**src/design/trtc_pkg.sv**
```systemverilog
// Shared types, codes and the month table for the tick RTC with date loader.
// No dependencies; imported by the date converter and the top level.
package trtc_pkg;

  typedef enum logic [1:0] {
    OP_TICK      = 2'd0,
    OP_SET_EPOCH = 2'd1,
    OP_SET_DATE  = 2'd2,
    OP_READ      = 2'd3
  } op_t;

  localparam logic [1:0] CFG_TICK_MS          = 2'd0;
  localparam logic [1:0] CFG_TICKS_PER_SECOND = 2'd1;

  localparam logic [9:0] TICK_MS_RESET          = 10'd10;
  localparam logic [9:0] TICKS_PER_SECOND_RESET = 10'd100;

  localparam logic [6:0]  MIN_YEAR        = 7'd7;
  localparam logic [7:0]  YEARS_1970_2000 = 8'd30;
  localparam logic [31:0] DAYS_PER_YEAR   = 32'd365;
  localparam logic [31:0] SECS_PER_DAY    = 32'd86400;
  localparam logic [31:0] SECS_PER_HOUR   = 32'd3600;
  localparam logic [31:0] SECS_PER_MIN    = 32'd60;

  typedef struct packed {
    logic [5:0] second_num;
    logic [5:0] minute_num;
    logic [4:0] hour_num;
    logic [4:0] day_of_month;
    logic [3:0] month_num;
    logic [6:0] year_in_century;
  } date_t;

  function automatic logic [8:0] month_offset(input logic [3:0] month,
                                              input logic [6:0] year);
    logic [8:0] d;
    case (month)
      4'd2:    d = 9'd31;
      4'd3:    d = 9'd59;
      4'd4:    d = 9'd90;
      4'd5:    d = 9'd120;
      4'd6:    d = 9'd151;
      4'd7:    d = 9'd181;
      4'd8:    d = 9'd212;
      4'd9:    d = 9'd243;
      4'd10:   d = 9'd273;
      4'd11:   d = 9'd304;
      4'd12:   d = 9'd334;
      default: d = 9'd0;
    endcase
    if ((month inside {[4'd3:4'd12]}) && (year[1:0] == 2'd0)) begin
      d = d + 9'd1;
    end
    return d;
  endfunction

endpackage

```
**src/design/trtc_date_conv.sv**
```systemverilog
// Calendar date after 2000 to Unix seconds, with early-year rejection.
// Depends on trtc_pkg for the date struct, constants and month table.
module trtc_date_conv import trtc_pkg::*; (
  input  date_t       date,
  output logic [31:0] epoch,
  output logic        rejected
);

  logic [7:0]  since1970;
  logic [7:0]  leap_base;
  logic [31:0] days;

  always_comb begin
    since1970 = {1'b0, date.year_in_century} + YEARS_1970_2000;
    leap_base = since1970 + 8'd1;
    days = 32'(since1970) * DAYS_PER_YEAR
         + 32'(leap_base[7:2])
         + 32'(month_offset(date.month_num, date.year_in_century))
         + 32'(date.day_of_month)
         - 32'd1;
    epoch = days * SECS_PER_DAY
          + 32'(date.hour_num) * SECS_PER_HOUR
          + 32'(date.minute_num) * SECS_PER_MIN
          + 32'(date.second_num);
    rejected = (date.year_in_century < MIN_YEAR);
  end

endmodule

```
**src/design/tick_rtc_with_date_to_epoch_top.sv**
```systemverilog
// Tick RTC with calendar-date loader: millisecond counter, tick divider, seconds clock.
// Each beat passes an input register (v0) and then a result register (m_tvalid, m_tdata).
// One beat per cycle unless m_tready stalls; conversion and state update sit in between.
// Reset (rst, synchronous): counters and divider to zero, tick_ms 10, ticks_per_second 100.
// Depends on trtc_pkg and trtc_date_conv.
module tick_rtc_with_date_to_epoch_top import trtc_pkg::*; (
  input  logic        clk,
  input  logic        rst,
  input  logic        cfg_valid,
  output logic        cfg_ready,
  input  logic [1:0]  cfg_index,
  input  logic [9:0]  cfg_data,
  input  logic        s_tvalid,
  output logic        s_tready,
  // epoch_value[31:0], year_in_century[38:32], month_num[42:39], day_of_month[47:43],
  // hour_num[52:48], minute_num[58:53], second_num[64:59], zero[71:65]
  input  logic [71:0] s_tdata,
  // op[1:0]
  input  logic [1:0]  s_tuser,
  output logic        m_tvalid,
  input  logic        m_tready,
  // millis_now[31:0], epoch_now[63:32]
  output logic [63:0] m_tdata,
  // date_rejected[0]
  output logic        m_tuser
);

  logic [9:0]  tick_ms;
  logic [9:0]  ticks_per_second;
  logic [31:0] millisecond_count;
  logic [9:0]  tick_divider;
  logic [31:0] epoch_seconds;

  logic        v0;
  op_t         op0;
  logic [31:0] epoch_value0;
  date_t       date0;

  logic        load_out;
  logic [31:0] date_epoch;
  logic        date_rej;
  logic        load_epoch;
  logic [31:0] load_value;
  logic        date_rejected;

  logic [31:0] millis_next;
  logic [9:0]  divider_next;
  logic [31:0] epoch_next;
  logic [9:0]  limit;

  assign cfg_ready = 1'b1;
  assign load_out  = v0 && (!m_tvalid || m_tready);
  assign s_tready  = !v0 || load_out;

  always_ff @(posedge clk) begin
    if (rst) begin
      tick_ms          <= TICK_MS_RESET;
      ticks_per_second <= TICKS_PER_SECOND_RESET;
    end else if (cfg_valid && cfg_ready) begin
      case (cfg_index)
        CFG_TICK_MS:          tick_ms <= cfg_data;
        CFG_TICKS_PER_SECOND: ticks_per_second <= cfg_data;
        default: ;
      endcase
    end
  end

  // Input stage
  always_ff @(posedge clk) begin
    if (rst) begin
      v0 <= 1'b0;
    end else if (s_tready) begin
      v0 <= s_tvalid;
    end
    if (s_tvalid && s_tready) begin
      op0          <= op_t'(s_tuser);
      epoch_value0 <= s_tdata[31:0];
      date0        <= date_t'(s_tdata[64:32]);
    end
  end

  trtc_date_conv u_date_conv (
    .date     (date0),
    .epoch    (date_epoch),
    .rejected (date_rej)
  );

  always_comb begin
    limit         = (ticks_per_second == 10'd0) ? 10'd0 : ticks_per_second - 10'd1;
    load_epoch    = (op0 == OP_SET_EPOCH) || ((op0 == OP_SET_DATE) && !date_rej);
    load_value    = (op0 == OP_SET_EPOCH) ? epoch_value0 : date_epoch;
    date_rejected = (op0 == OP_SET_DATE) && date_rej;
    millis_next   = millisecond_count;
    divider_next  = tick_divider;
    epoch_next    = epoch_seconds;
    if (op0 == OP_TICK) begin
      millis_next = millisecond_count + 32'(tick_ms);
      if (tick_divider >= limit) begin
        divider_next = 10'd0;
        epoch_next   = epoch_seconds + 32'd1;
      end else begin
        divider_next = tick_divider + 10'd1;
      end
    end else if (load_epoch) begin
      epoch_next = load_value;
    end
  end

  // Result stage and clock state
  always_ff @(posedge clk) begin
    if (rst) begin
      m_tvalid          <= 1'b0;
      millisecond_count <= 32'd0;
      tick_divider      <= 10'd0;
      epoch_seconds     <= 32'd0;
    end else begin
      if (!m_tvalid || m_tready) begin
        m_tvalid <= v0;
      end
      if (load_out) begin
        millisecond_count <= millis_next;
        tick_divider      <= divider_next;
        epoch_seconds     <= epoch_next;
      end
    end
    if (load_out) begin
      m_tdata <= {epoch_next, millis_next};
      m_tuser <= date_rejected;
    end
  end

endmodule
```
**config.mk**
```make
export PLATFORM = sky130hd
export DESIGN_NAME = tick_rtc_with_date_to_epoch_top
export DESIGN_NICKNAME = d
export VERILOG_FILES = /design/src/design/trtc_pkg.sv /design/src/design/trtc_date_conv.sv /design/src/design/tick_rtc_with_date_to_epoch_top.sv
export SDC_FILE = /design/constraint.sdc
export NUM_CORES = 1
export LEC_CHECK = 0
export BUFFER_PORTS_ARGS = -buffer_cell sky130_fd_sc_hd__buf_2
export CELL_PAD_IN_SITES_DETAIL_PLACEMENT = 0
export CELL_PAD_IN_SITES_GLOBAL_PLACEMENT = 1
export CORE_ASPECT_RATIO = 1.2
export CORE_UTILIZATION = 35
export DETAILED_ROUTE_END_ITERATION = 10
export PLACE_DENSITY = 0.67
export SETUP_SLACK_MARGIN = 0.02
export SLEW_MARGIN = 10
export SYNTH_ARGS = -nofsm -noshare
export SYNTH_HDL_FRONTEND = slang
export SYNTH_SLANG_ARGS = --single-unit
```
**constraint.sdc**
```tcl
create_clock -name clk -period 13.7 [get_ports clk]
set_input_delay 1.37 -clock clk [delete_from_list [all_inputs] [get_ports clk]]
set_output_delay 1.37 -clock clk [all_outputs]
set_load 0.02 [all_outputs]
```
Yosys cells after proc, flatten, opt, wreduce, memory -nomap -nowiden
Memory sizes are Yosys's and may differ from the RTL's. A register that Yosys moved wholly into a read port is not among the register bits.
Cells that the tools add are included.
Widths: inputs -> output; s select.
{"block": "totals", "regBits": 228, "mem_bits_ro": 144, "in_bits": 91, "out_inout_bits": 68, "word_cells": 71, "mem_count": 1}
{"block": "op_classes", "addsub": 14, "mul": 4, "n_lt_le_gt_ge": 4, "n_eq_ne": 3, "mux": 9, "reduce_logical": 19}
{"memory": "(name not given)", "words": 16, "word_bits": 9, "read_ports": 1, "rd_ports_with_merged_regs": 1, "wr": 0, "line_no": "trtc_pkg.sv:37", "text": "case (month)"}
{"cell": "$mux 32", "count": 5}
{"cell": "$add 32x1->32 const B", "count": 1}
{"cell": "$add 32x10->32", "count": 1}
{"cell": "$add 32x12->32", "count": 1}
{"cell": "$add 32x17->32", "count": 1}
{"cell": "$add 32x5->32", "count": 1}
{"cell": "$add 32x6->32", "count": 1}
{"cell": "$add 32x9->32", "count": 1}
{"cell": "$mul 32x10->25 const B", "count": 1}
{"cell": "$sub 32x1->32 const B", "count": 1}
{"cell": "$mux 10", "count": 2}
{"cell": "$add 17x6->18", "count": 1}
{"cell": "$mul 8x9->17 const B", "count": 1}
{"cell": "$mul 5x8->13 const B", "count": 1}
{"cell": "$add 10x1->10 const B", "count": 1}
{"cell": "$ge 10x10->1", "count": 1}
{"cell": "$logic_not 10->1", "count": 1}
{"cell": "$mul 6x4->10 const B", "count": 1}
{"cell": "$sub 10x1->10 const B", "count": 1}
{"cell": "$add 9x1->9 const B", "count": 1}
{"cell": "$mux 9", "count": 1}
{"cell": "$add 7x5->8 const B", "count": 1}
{"cell": "$add 8x1->8 const B", "count": 1}
{"cell": "$lt 7x3->1 const B", "count": 1}
{"cell": "other kinds (10)", "count": 24}

Depth between registers and ports, before layout
{"block": "depth", "word_depth": 14, "depth_mapped": 57, "ltp_nobuf": 56}

Hierarchy
A second synthesis with hierarchy kept.
{"block": "unflattened", "hier_cells": 2115, "hier_area_um2": 19952.9}
{"module": "tick_rtc_with_date_to_epoch_top", "n_inst": 1, "cells_per_inst": 1105, "area_per_inst_um2": 11405.9, "seq_area_each_um2": 5885.6}
{"module": "trtc_date_conv", "n_inst": 1, "cells_per_inst": 1010, "area_per_inst_um2": 8546.9, "seq_area_each_um2": 0.0}

Worst setup path after synthesis
OpenSTA, ideal clock, no wires.
{"block": "synth_path", "path_kind": "reg-to-reg", "startpoint": "reg date0[1] in the netlist's numbering", "endpoint": "reg epoch_seconds[31]", "setup_time_ns": 0.115, "arrival_time_ns": 10.978, "required_time_ns": 13.585, "setup_slack_ns": 2.607, "stages_incl_launch_ff": 51, "n_path_buf": 0, "synth_period_minus_slack_ns": 11.093, "cell_sequence": "edfxtp_1 -> inv_1 -> ha_1 -> nand2_1 -> xor2_1 -> ha_1 -> nand4_1 -> xnor2_1 -> ha_1 -> inv_1 -> fa_1 -> inv_1 -> ha_1 -> inv_1 -> fa_1 -> inv_1 -> ha_1 -> a21oi_1 -> (+15 left out) -> ha_1 -> inv_1 -> fa_1 -> inv_1 -> fa_1 -> ha_1 -> inv_1 -> fa_1 -> inv_1 -> ha_1 -> nor3b_1 -> o211a_1 -> a311oi_1 -> nor4bb_1 -> nand3_1 -> xnor2_1 -> o22ai_1 -> o21a_1"}
{"block": "synth_via", "elab_chain_len": 13, "word_cells_on_any_way": 21, "classes_between": "9 x add/sub; 2 x mul; 1 x order compare; 4 x mux; 5 x reduce/logical"}
{"element": "start, declared", "line_no": "tick_rtc_with_date_to_epoch_top.sv:37", "text": "date_t date0;"}
{"element": "start signal, assigned", "line_no": "tick_rtc_with_date_to_epoch_top.sv:78", "text": "date0 <= date_t'(s_tdata[64:32]);"}
{"element": "$add 7x5->8 / $logic_not 2->1 (equally long branches)", "line_no": "trtc_date_conv.sv:14, trtc_pkg.sv:51"}
{"element": "$mul 8x9->17 (tied with other cells)", "line_no": "trtc_date_conv.sv:16", "text": "days = 32'(since1970) * DAYS_PER_YEAR"}
{"element": "$add 17x6->18 / $mux 9 (equally long branches)", "line_no": "trtc_date_conv.sv:17, trtc_pkg.sv:51"}
{"element": "$add 32x9->32", "line_no": "trtc_date_conv.sv:18", "text": "+ 32'(month_offset(date.month_num, date.year_in_century))"}
{"element": "$add 32x5->32", "line_no": "trtc_date_conv.sv:19", "text": "+ 32'(date.day_of_month)"}
{"element": "$sub 32x1->32", "line_no": "trtc_date_conv.sv:20", "text": "- 32'd1;"}
{"element": "$mul 32x10->25", "line_no": "trtc_date_conv.sv:21", "text": "epoch = days * SECS_PER_DAY"}
{"element": "$add 32x17->32", "line_no": "trtc_date_conv.sv:22", "text": "+ 32'(date.hour_num) * SECS_PER_HOUR"}
{"element": "$add 32x12->32", "line_no": "trtc_date_conv.sv:23", "text": "+ 32'(date.minute_num) * SECS_PER_MIN"}
{"element": "$add 32x6->32", "line_no": "trtc_date_conv.sv:24", "text": "+ 32'(date.second_num);"}
{"element": "$mux 32", "line_no": "tick_rtc_with_date_to_epoch_top.sv:91", "text": "load_value = (op0 == OP_SET_EPOCH) ? epoch_value0 : date_epoch;"}
{"element": "$mux 32 *", "line_no": "tick_rtc_with_date_to_epoch_top.sv:104", "text": "end else if (load_epoch) begin"}
{"element": "$mux 32 *", "line_no": "tick_rtc_with_date_to_epoch_top.sv:96", "text": "if (op0 == OP_TICK) begin"}
{"element": "named net epoch_next[31]", "line_no": "tick_rtc_with_date_to_epoch_top.sv:48", "text": "logic [31:0] epoch_next;"}
{"element": "end signal, assigned", "line_no": "tick_rtc_with_date_to_epoch_top.sv:123", "text": "epoch_seconds <= epoch_next;"}
{"element": "end, declared", "line_no": "tick_rtc_with_date_to_epoch_top.sv:32", "text": "logic [31:0] epoch_seconds;"}
The timed path passes the listed nets; every way through them passes the cells marked *.
A chain may end at the register's enable or synchronous reset.

Final worst setup path
{"block": "layout_path", "startpoint": "reg date0[1] in the netlist's numbering", "endpoint": "reg epoch_seconds[29]"}
Same word-level chain as after synthesis.

==> metrics.txt <==
post-synthesis mux area share=0.0168; area taken by flip-flops and latches=6070 sq um; basic-gate share of the synthesized area counting and, or, nand and nor cells=0.146; Worst Setup Start Kind=register; CTS tree=done; source of the critical timing path=date0[1]; Setup Crit Path Kind=register to register; number of fill cells in the layout=~5700; met2 Usage GRT=0.297; XOR/XNOR share of the synthesized area=0.0749; I/O Buffers=150; total routing usage reported by global routing=0.163; synthesized area per cell=9.16 sq um; GR Util met1=0.199; number of instances in the synthesized netlist=2157; clk root buf=clkbuf_16; Num Clock Sinks=approximately 240; number of warnings issued by yosys=0; share of synthesized cell area in full adder, half adder and majority cells=0.255; number of CTS-inserted buffers=29; final instance count without filler cells=3042; number of global-route vias before repair=roughly 15000; count of antenna-violating nets left after detailed routing=0; Worst Tran Pin Value=1060 ps; fraction of the yosys area taken by sequential cells=0.307; clock slew at reported path FFs=70 ps; Hold Violations, Final=0; antenna violations before repair=0; area used by multi-input combinational logic=between 10000 and 15000 sq um; dominant cell type by count on the critical path=inv_1; maximum root-to-sink buffer count=3; Initial Util=0.354; Inst Count DP=between 2000 and 3000; timing-limited maximum frequency=80.5 MHz; async set-reset flop share out of synthesis=0; result of the run=completed; Hold Path Origin=millisecond_count[0]; Avg WL per Cell=15.5 microns; number of vias after detailed routing=approximately 15000; number of enable-type register cells in the synthesized netlist=132; number of failing setup endpoints in the final timing report=0; proportion of layout cells with a drive suffix above 1=0.107; maximum level of the CTS H-tree=1; busiest layer in global routing=met2; Nets=2728; full die area=57400 sq um; FP Rows=95; largest family of logic cells by synthesized area=adder cells; worst relative slew slack=0.288; DRC Markers=0; worst clock skew=around 30 ps; CTS Hold Bufs=0; placeable core region=55900 sq um; number of optimization iterations in the first detailed-route pass=5; hold slack final=476 ps; class of the worst hold path=register to register; data arrival time of the critical path=~13000 ps; worst path required time=14210 ps; CP Capture Type=register; synth unique cells=82; area growth from synthesis to layout=13.0%; startpoint of the worst-slack reg-to-reg timing path=date0[1]; gp weighted congestion=roughly 0.83; wire length of the first global-routing pass=75900 microns; share of the clock period used by the worst path=0.907; met3 track demand over resource=0.0218; final worst path period need=12420 ps; Die Span X=219 microns; buffer count from post-CTS setup fixing=0; final wirelength=roughly 47000 microns; placed wire-length estimate after detailed placement=36900 microns; Skew-Pair Late Insertion Delay=600 ps; net count after synthesis=approximately 2600; setup repair after global routing missed its margin=false; slowest CP cell=fa_1; maximum single-stage delay on the critical path=about 570 ps; I/O pin total=159; Overflow after GRT=0; Inserted Diodes=0; Worst Path Max Fanout=8; final-layout setup total negative slack=0 ps; Post-Syn Area=19800 sq um; Resize count post-CTS=0; detailed router's first-iteration violation count=704; Synth Area in Compound Gates=0.132; post-detailed-route via-to-cell ratio=4.96; height of the chip=262 microns; count of final max-slew check failures=0; top flip-flop cell by instance count after synthesis=edfxtp_1; register bit count reported by yosys=about 240; max-cap violation count=0; largest net degree at the start of global routing=62
routing by layer:
layer | vias to the layer above | part of all wire
met5 | - | 0
met4 | 0 | 0.022
met3 | 57 | 0.039
met2 | 244 | 0.51
met1 | 7115 | 0.43
li1 | 7667 | -
layout make-up:
cell class,count,share of cell area
inverters,293,0.0494
repair buffers,165,0.0387
flip-flops and latches,237,0.272
multi-input cells,1566,0.554
clock inverters,13,0.00656
clock buffers,41,0.0391
well taps,727,0.0407
Yosys cell counts (all sizes together), types with 7 or more instances:
cell type	n	area, sq um
a2111oi	11	103
a211oi	24	185
a21o	28	210
a21oi	132	661
a221oi	7	61.3
a31oi	11	68.8
and2	14	87.6
and3	24	150
buf	9	38.8
clkbuf	52	195
dfxtp	105	2100
edfxtp	132	3960
fa	96	1920
ha	249	3120
inv	292	1100
mux2	9	101
mux2i	23	230
nand2	213	800
nand2b	21	131
nand3	40	200
nand3b	8	60.1
nand4	18	113
nor2	157	589
nor2b	16	100
nor3	43	215
nor3b	7	52.6
nor4	14	87.6
o211ai	15	113
o21a	19	143
o21ai	88	440
o21bai	15	113
o31ai	9	72.6
or3	17	106
xnor2	91	805
xor2	72	631
registers in the layout (all words and copies together) (netlist names), named ones only:
signal and flops:
millisecond_count 32, op0 2, m_tdata 64, m_tvalid 1
tick_divider 10, ticks_per_second 10, tick_ms 10, date0 33
v0 1, epoch_seconds 32, m_tuser 1, epoch_value0 32
critical path, delay by kind of cell, from the launching register on:
kind	cells	cell delay (ps)
xor gates and xnor gates	4	1100
buffers and inverters	11	950
adders and majority gates	14	5320
muxes	1	120
DFF	1	490
AOI/OAI and AO/OA	10	2110
and+or+nand+nor	14	2230
worst paths after layout:
path	depth (start not counted)	endpoint	slack [ps]
max	54	epoch_seconds[29]	1280
min	2	millisecond_count[0]	480
max reg2reg	54	epoch_seconds[29]	1280
min reg2reg	2	millisecond_count[0]	480
kinds of logic (layout without fill, tap and decap cells):
group	Yosys count	count (layout)
mux	32	32
flops	237	237
compound gates	409	409
buf+inv	354	512
xor+xnor	165	165
simple gates	614	614
other cells	1	1
fa+ha+maj	345	345
cells in the final DEF (no fill, tap or decap), drive strengths merged, types with 41 or more instances in the layout:
master,n
inv,294
buf,165
nor2,157
xnor2,91
ha,249
dfxtp,105
a21oi,132
clkbuf,41
xor2,72
o21ai,88
fa,96
nand2,213
edfxtp,132
nor3,43
metrics by stage:
step / worst slack [ps] / utilization / instance area, sq um
after detailed placement: 1140 / 0.381 / 21300
after floorplan: 2610 / - / 19800
after global placement: 1270 / 0.381 / 21300
after CTS: 1100 / 0.400 / 22300
after global routing: 190 / 0.400 / 22300
final: 1280 / 0.400 / 22300
Power is not shown: default switching activity piles up to over one toggle a cycle in this logic, so the estimate is an artifact.
